**src/hw/rtl/bbosp_pkg.sv**
```systemverilog
`default_nettype none
package bbosp_pkg;

    localparam int ORBIT_SLOTS = 32;
    localparam int SLOT_W      = $clog2(ORBIT_SLOTS);
    localparam int FRAC_BITS   = 27;
    localparam int CNT_W       = 17;
    localparam int MAX_SIDE    = 4096;

    localparam logic signed [31:0] ESCAPE_LIM = 32'sd1 <<< (FRAC_BITS + 1);

    localparam logic [2:0] REG_VIEW_LEFT  = 3'd0;
    localparam logic [2:0] REG_VIEW_TOP   = 3'd1;
    localparam logic [2:0] REG_SCALE_X    = 3'd2;
    localparam logic [2:0] REG_SCALE_Y    = 3'd3;
    localparam logic [2:0] REG_PIC_WIDTH  = 3'd4;
    localparam logic [2:0] REG_PIC_HEIGHT = 3'd5;
    localparam logic [2:0] REG_ITER_LIMIT = 3'd6;
    localparam logic [2:0] REG_REC_START  = 3'd7;

    typedef enum logic [3:0] {
        ST_IDLE,
        ST_MUL,
        ST_UPD,
        ST_POST,
        ST_RD,
        ST_DIFF,
        ST_PROD,
        ST_PIX,
        ST_IDX,
        ST_HIT,
        ST_FLUSH
    } state_t;

    typedef enum logic [3:0] {
        OP_NONE,
        OP_START,
        OP_MUL,
        OP_UPD,
        OP_RD,
        OP_DIFF,
        OP_PROD,
        OP_PIX,
        OP_IDX,
        OP_HIT,
        OP_FLUSH
    } dp_op_t;

    typedef struct packed {
        dp_op_t op;
    } cmd_t;

    typedef struct packed {
        logic escape;
        logic cnt_ge_max;
        logic slot_last;
        logic hit;
        logic pend_valid;
        logic out_free;
    } sts_t;

    typedef struct packed {
        logic signed [31:0] view_left;
        logic signed [31:0] view_top;
        logic [31:0]        scale_x;
        logic [31:0]        scale_y;
        logic [12:0]        pic_width;
        logic [12:0]        pic_height;
        logic [15:0]        iter_limit;
        logic [15:0]        rec_start;
    } cfg_t;

endpackage
`default_nettype wire

```
**src/hw/rtl/bbosp_ctrl.sv**
```systemverilog
`default_nettype none
module bbosp_ctrl (
    input  wire logic          aclk,
    input  wire logic          aresetn,
    input  wire logic          in_valid,
    input  wire logic          in_enabled,
    output logic               in_ready,
    input  wire bbosp_pkg::sts_t sts,
    output bbosp_pkg::cmd_t    cmd
);
    import bbosp_pkg::*;

    state_t state_reg, state_next;

    always_ff @(posedge aclk) begin
        if (!aresetn) begin
            state_reg <= ST_IDLE;
        end else begin
            state_reg <= state_next;
        end
    end

    always_comb begin
        state_next = state_reg;
        cmd.op     = OP_NONE;
        in_ready   = 1'b0;
        unique case (state_reg)
            ST_IDLE: begin
                in_ready = 1'b1;
                if (in_valid && in_enabled) begin
                    cmd.op     = OP_START;
                    state_next = ST_MUL;
                end
            end
            ST_MUL: begin
                cmd.op     = OP_MUL;
                state_next = ST_UPD;
            end
            ST_UPD: begin
                cmd.op = OP_UPD;
                if (sts.escape || sts.cnt_ge_max) begin
                    state_next = ST_POST;
                end else begin
                    state_next = ST_MUL;
                end
            end
            ST_POST: begin
                state_next = sts.cnt_ge_max ? ST_IDLE : ST_RD;
            end
            ST_RD: begin
                cmd.op     = OP_RD;
                state_next = ST_DIFF;
            end
            ST_DIFF: begin
                cmd.op     = OP_DIFF;
                state_next = ST_PROD;
            end
            ST_PROD: begin
                cmd.op     = OP_PROD;
                state_next = ST_PIX;
            end
            ST_PIX: begin
                cmd.op     = OP_PIX;
                state_next = ST_IDX;
            end
            ST_IDX: begin
                cmd.op     = OP_IDX;
                state_next = ST_HIT;
            end
            ST_HIT: begin
                if (!(sts.hit && sts.pend_valid && !sts.out_free)) begin
                    cmd.op     = OP_HIT;
                    state_next = sts.slot_last ? ST_FLUSH : ST_RD;
                end
            end
            ST_FLUSH: begin
                if (!sts.pend_valid) begin
                    state_next = ST_IDLE;
                end else if (sts.out_free) begin
                    cmd.op     = OP_FLUSH;
                    state_next = ST_IDLE;
                end
            end
            default: begin
                state_next = ST_IDLE;
            end
        endcase
    end

endmodule
`default_nettype wire

```
**config.mk**
```make
export PLATFORM = sky130hd
export DESIGN_NAME = bbosp_ctrl
export DESIGN_NICKNAME = d
export VERILOG_FILES = /design/src/hw/rtl/bbosp_pkg.sv /design/src/hw/rtl/bbosp_ctrl.sv
export SDC_FILE = /design/constraint.sdc
export NUM_CORES = 1
export LEC_CHECK = 0
export BUFFER_PORTS_ARGS = -buffer_cell sky130_fd_sc_hd__buf_2
export CAP_MARGIN = 20
export CORE_AREA = 2 2 39 41
export CTS_BUF_LIST = sky130_fd_sc_hd__clkbuf_2
export DETAILED_ROUTE_END_ITERATION = 12
export DIE_AREA = 0 0 41 43
export PLACE_DENSITY_LB_ADDON = 0.3
export REMOVE_ABC_BUFFERS = 1
export SLEW_MARGIN = 20
export SYNTH_ARGS = -nofsm -noshare
export SYNTH_HDL_FRONTEND = slang
export SYNTH_SLANG_ARGS = --single-unit
```
**constraint.sdc**
```tcl
create_clock -name aclk -period 3.3 [get_ports aclk]
set_input_delay 0.33 -clock aclk [delete_from_list [all_inputs] [get_ports aclk]]
set_output_delay 0.33 -clock aclk [all_outputs]
set_load 0.03 [all_outputs]
```
### Yosys cells after proc, flatten, opt, wreduce, memory -nomap -nowiden

Index checks and enable logic that the tools add are counted.

* eq/ne operators: 13
* mux-type cells: 14
* reductions and logical operators: 7

Operators by type and width (count)
* 4-bit one-hot mux with 11 select lines: 1
* 4-bit one-hot mux with 10 select lines: 1
* 4-bit 2-to-1 mux: 8
* 4-bit by 3-bit == test with 1-bit output (second input constant): 4
* 4-bit == test (second input constant): 3
* 4-bit by 2-bit == test with 1-bit output (second input constant): 2
* 4-bit by 1-bit == test with 1-bit output (second input constant): 1
* 4-bit zero test: 1
* 2-bit != test (second input constant): 2
* 1-bit logical AND: 3
* 3-bit 2-to-1 mux: 1
* 3-bit != test (second input constant): 1
* 3-bit AND reduction: 1
* 1-bit 2-to-1 mux: 2
* 2-bit 2-to-1 mux: 1
* 1-bit zero test: 1
* 1-bit logical OR: 1

* register bits after elaboration: 4
* bits of input ports: 10
* output and inout bits: 5

### Logic depth before layout (Yosys ltp)

* word-level depth: 4
* depth in mapped cells: 5

### Least setup slack after synthesis

No wires, ideal clock.

* kind: flip-flop to output port
* from: reg state_reg[3]
* to: out cmd[0] in the netlist's numbering
* data arrival time: 1.608 ns
* data required time: 2.970 ns
* setup slack: 1.362 ns
* cell stages (with the launch flop): 3
* buffers on the path: 1
* path through: dfxtp_1 -> buf_2 -> o41ai_1

RTL lines
* start: declaration: line bbosp_ctrl.sv:13 `state_t state_reg, state_next;`
* start signal: assignment: line bbosp_ctrl.sv:19 `state_reg <= state_next;`
* end: declaration: line bbosp_ctrl.sv:9 `output bbosp_pkg::cmd_t cmd`

==> flow_metrics.env <==
export IMPL_clkLatencyLatePin_ns=0.20
export IMPL_sequential_to_total_area_share_from_yosys_stat_pct=20.1
export IMPL_cts_root_buffer_cell="sky130_fd_sc_hd__clkbuf_2"
export IMPL_share_of_the_clock_period_used_by_the_worst_path_pct=53.8
export IMPL_hold_path_class="input pin to flip-flop"
export IMPL_combinational_group_share_of_total_power_pct=28.9
export IMPL_starting_utilization_of_the_core_area_pct=28.8
export IMPL_antenna_violations_before_repair=0
export IMPL_detailroute_via_count=413
export IMPL_critPathKind="flip-flop to output pin"
export IMPL_cpMaxStageDelayCell="sky130_fd_sc_hd__dfxtp_1"
export IMPL_clockPowerShare_pct=30.6
export IMPL_post_route_drc_count=0
export IMPL_die_width_um=41
export IMPL_outcome="completed"
export IMPL_initial_drt_markers=1
export IMPL_synth_most_common_cell="sky130_fd_sc_hd__nand2b_1"
export IMPL_static_leakage_power_nw=0.194
export IMPL_layoutNonFillerInstCount=80
export IMPL_tns_ns=0
export IMPL_fillCellCount=160
export IMPL_synth_top_cells_by_count="sky130_fd_sc_hd__nand2b_1, sky130_fd_sc_hd__dfxtp_1, sky130_fd_sc_hd__nand2_1"
export IMPL_tritoncts_num_buffers=3
export IMPL_cells_after_dpl=77
export IMPL_cell_family_with_the_largest_share_of_critical_path_delay="flip-flops"
export IMPL_clock_tree_from_tritoncts="yes"
export IMPL_drt_wl_total_um=852
export IMPL_postCtsSetupRepairBufs=0
export IMPL_cp_cell_sequence="nand2b_1 > o22a_1 > o21ai_0 > buf_2"
export IMPL_post_drt_wl_per_cell_um=10.7
export IMPL_syn2layout_area_growth_pct=19.2
export IMPL_grt_start_max_net_pins=14
export IMPL_async_flop_share_pct=0
export IMPL_cellPowerDensity_nw_per_um2=289
export IMPL_rows=14
export IMPL_drt_pre_antenna_iters=3
export IMPL_die_area_um2=1760
export IMPL_half_perimeter_wire_length_after_placement_um=655
export IMPL_routabilityCongestion=0.746
export IMPL_synth_enable_flop_cells=0
export IMPL_setup_worst_path_start_class="flip-flop"
export IMPL_dpl_cell_area_um2=459
export IMPL_achievable_frequency_ghz=0.564
export IMPL_synth_largest_type_area_fraction_pct=20.1
export IMPL_post_synth_cell_area_avg_um2=7.80
export IMPL_overflow=0
export IMPL_timing_max_transition_violations_final=0
export IMPL_max_clock_path_buffers=2
export IMPL_delay_contributed_by_the_slowest_stage_of_the_critical_path_ns=0.55
export IMPL_final_critical_path_setup_slack_ns=1.53
export IMPL_cp_data_arrival_time_ns=1.44
export IMPL_io_pins=15
export IMPL_layout_cell_area_non_filler_um2=474
export IMPL_largest_register_ff_count=4
export IMPL_skew_ns=0.000671
export IMPL_dpl_worst_slack_ns=1.63
export IMPL_postSynthCellCount=51
export IMPL_timing_max_cap_violations=0
export IMPL_rsz0062_at_grt="false"
export IMPL_slew_headroom_pct=71.4
export IMPL_yosysTopAreaCell="sky130_fd_sc_hd__dfxtp_1"
export IMPL_design_final_nets=76
export IMPL_period_needed_ns=1.77
export IMPL_clkTransAtPathRegs_ns=0.04
export IMPL_grt_pass1_wl_um=1320
export IMPL_detail_route_antenna_nets=0
export IMPL_die_h_um=43
export IMPL_ys_ff_latch=4
export IMPL_core_area_um2=1380
export IMPL_synthDistinctLibCells=30
export IMPL_tritoncts_num_sinks=4
export IMPL_vias_per_cell=5.16
export IMPL_p_seq_share_pct=40.5
export IMPL_post_route_cells_drive_above_1_share_pct=32.8
export IMPL_worst_slew_pin_slew_ns=0.425
export IMPL_vdd_ir_drop_max_uv=136
export IMPL_post_route_util_pct=34.3
export IMPL_setup_viol=0
export IMPL_critical_path_required_ns=2.97
export IMPL_switching_share_pct=33.0
export IMPL_yosys_warnings=0
export IMPL_p_int_w=0.0000917
export IMPL_htree_num_levels=1
export IMPL_synthesis_area_um2=398
export IMPL_endpoint_kind="output pin"
export IMPL_finalHoldViolCount=0
export IMPL_netlist_top_cells_area="sky130_fd_sc_hd__dfxtp_1, sky130_fd_sc_hd__nand2b_1, sky130_fd_sc_hd__o21ai_0, sky130_fd_sc_hd__nand2_1, sky130_fd_sc_hd__nand3b_1"
export IMPL_most_common_flop_cell_mapped_by_yosys="sky130_fd_sc_hd__dfxtp_1"
export IMPL_portBuffers=14
export IMPL_antenna_cells=0
export IMPL_first_global_vias=341
export IMPL_post_cts_hold_buffer_count=0
export IMPL_post_cts_resized=0
export IMPL_p_sw_w=0.0000453
export IMPL_critical_path_peak_fanout=12
export IMPL_gr_usage_all_layers_pct=11.1
export IMPL_cp_buf_inv_count=1
final timing paths:
check	cells after the start	to	start	slack (ns)
hold / removal	2	state_reg[0]	aresetn	0.39
setup reg to reg	3	state_reg[2]	state_reg[3]	1.84
hold reg to reg	2	state_reg[0]	state_reg[0]	0.71
setup / recovery	4	cmd[1]	state_reg[0]	1.53
cells by family after synthesis:
family	share of synthesized area, %
mux	2.52
flops	20.1
compound gates	29.2
buf+inv	8.18
simple gates	39.9
power by group through the flow:
stage          Sequential (W)  Combinational, W  Clock (W)
2_1_floorplan       0.0000548         0.0000268          0
3_3_place_gp        0.0000565         0.0000396          0
3_5_place_dp        0.0000563         0.0000399          0
4_1_cts             0.0000556         0.0000400  0.0000447
5_1_grt             0.0000561         0.0000444  0.0000464
6_report            0.0000555         0.0000396  0.0000419
layout make-up:
class	count	area, um2	share of cell area [%]
Clock buffer	3	15.0	3.17
Multi-Input combinational cell	42	285	60.2
Timing Repair Buffer	14	70.1	14.8
Sequential cell	4	80.1	16.9
Tap cell	16	20.0	4.22
Inverter	1	3.75	0.792
cell usage in the layout (no fill, tap or decap), types with 2 or more instances in the layout:
| cell type | synthesis | routed |
|---|---|---|
| sky130_fd_sc_hd__buf_2 | 2 | 14 |
| sky130_fd_sc_hd__dfxtp_1 | 4 | 4 |
| sky130_fd_sc_hd__o21a_1 | 2 | 2 |
| sky130_fd_sc_hd__nor3_1 | 2 | 2 |
| sky130_fd_sc_hd__nor2_1 | 2 | 2 |
| sky130_fd_sc_hd__nand2_1 | 4 | 4 |
| sky130_fd_sc_hd__nand2b_1 | 7 | 7 |
| sky130_fd_sc_hd__clkbuf_2 | 0 | 3 |
| sky130_fd_sc_hd__nand3b_1 | 2 | 2 |
| sky130_fd_sc_hd__o21ai_0 | 3 | 3 |
| sky130_fd_sc_hd__nor2b_1 | 2 | 2 |
| sky130_fd_sc_hd__a21oi_1 | 2 | 2 |
routing by layer:
layer / up-vias / routed length [um] / GRT usage (%)
li1: 223 / - / -
met3: 2 / 49 / 1.57
met2: 10 / 386 / 16.3
met1: 178 / 400 / 14.1
met4: 0 / 16 / 8.00
met5: - / 0 / 0
per-stage QoR:
stage	total power (W)	hold slack [ns]
after detailed placement	0.0000962	0.601
after global routing	0.000147	0.398
after global placement	0.0000961	0.597
after CTS	0.000140	0.387
after floorplan	0.0000816	0.445
final	0.000137	0.394
No activity file was read; power rests on OpenSTA's default activity.
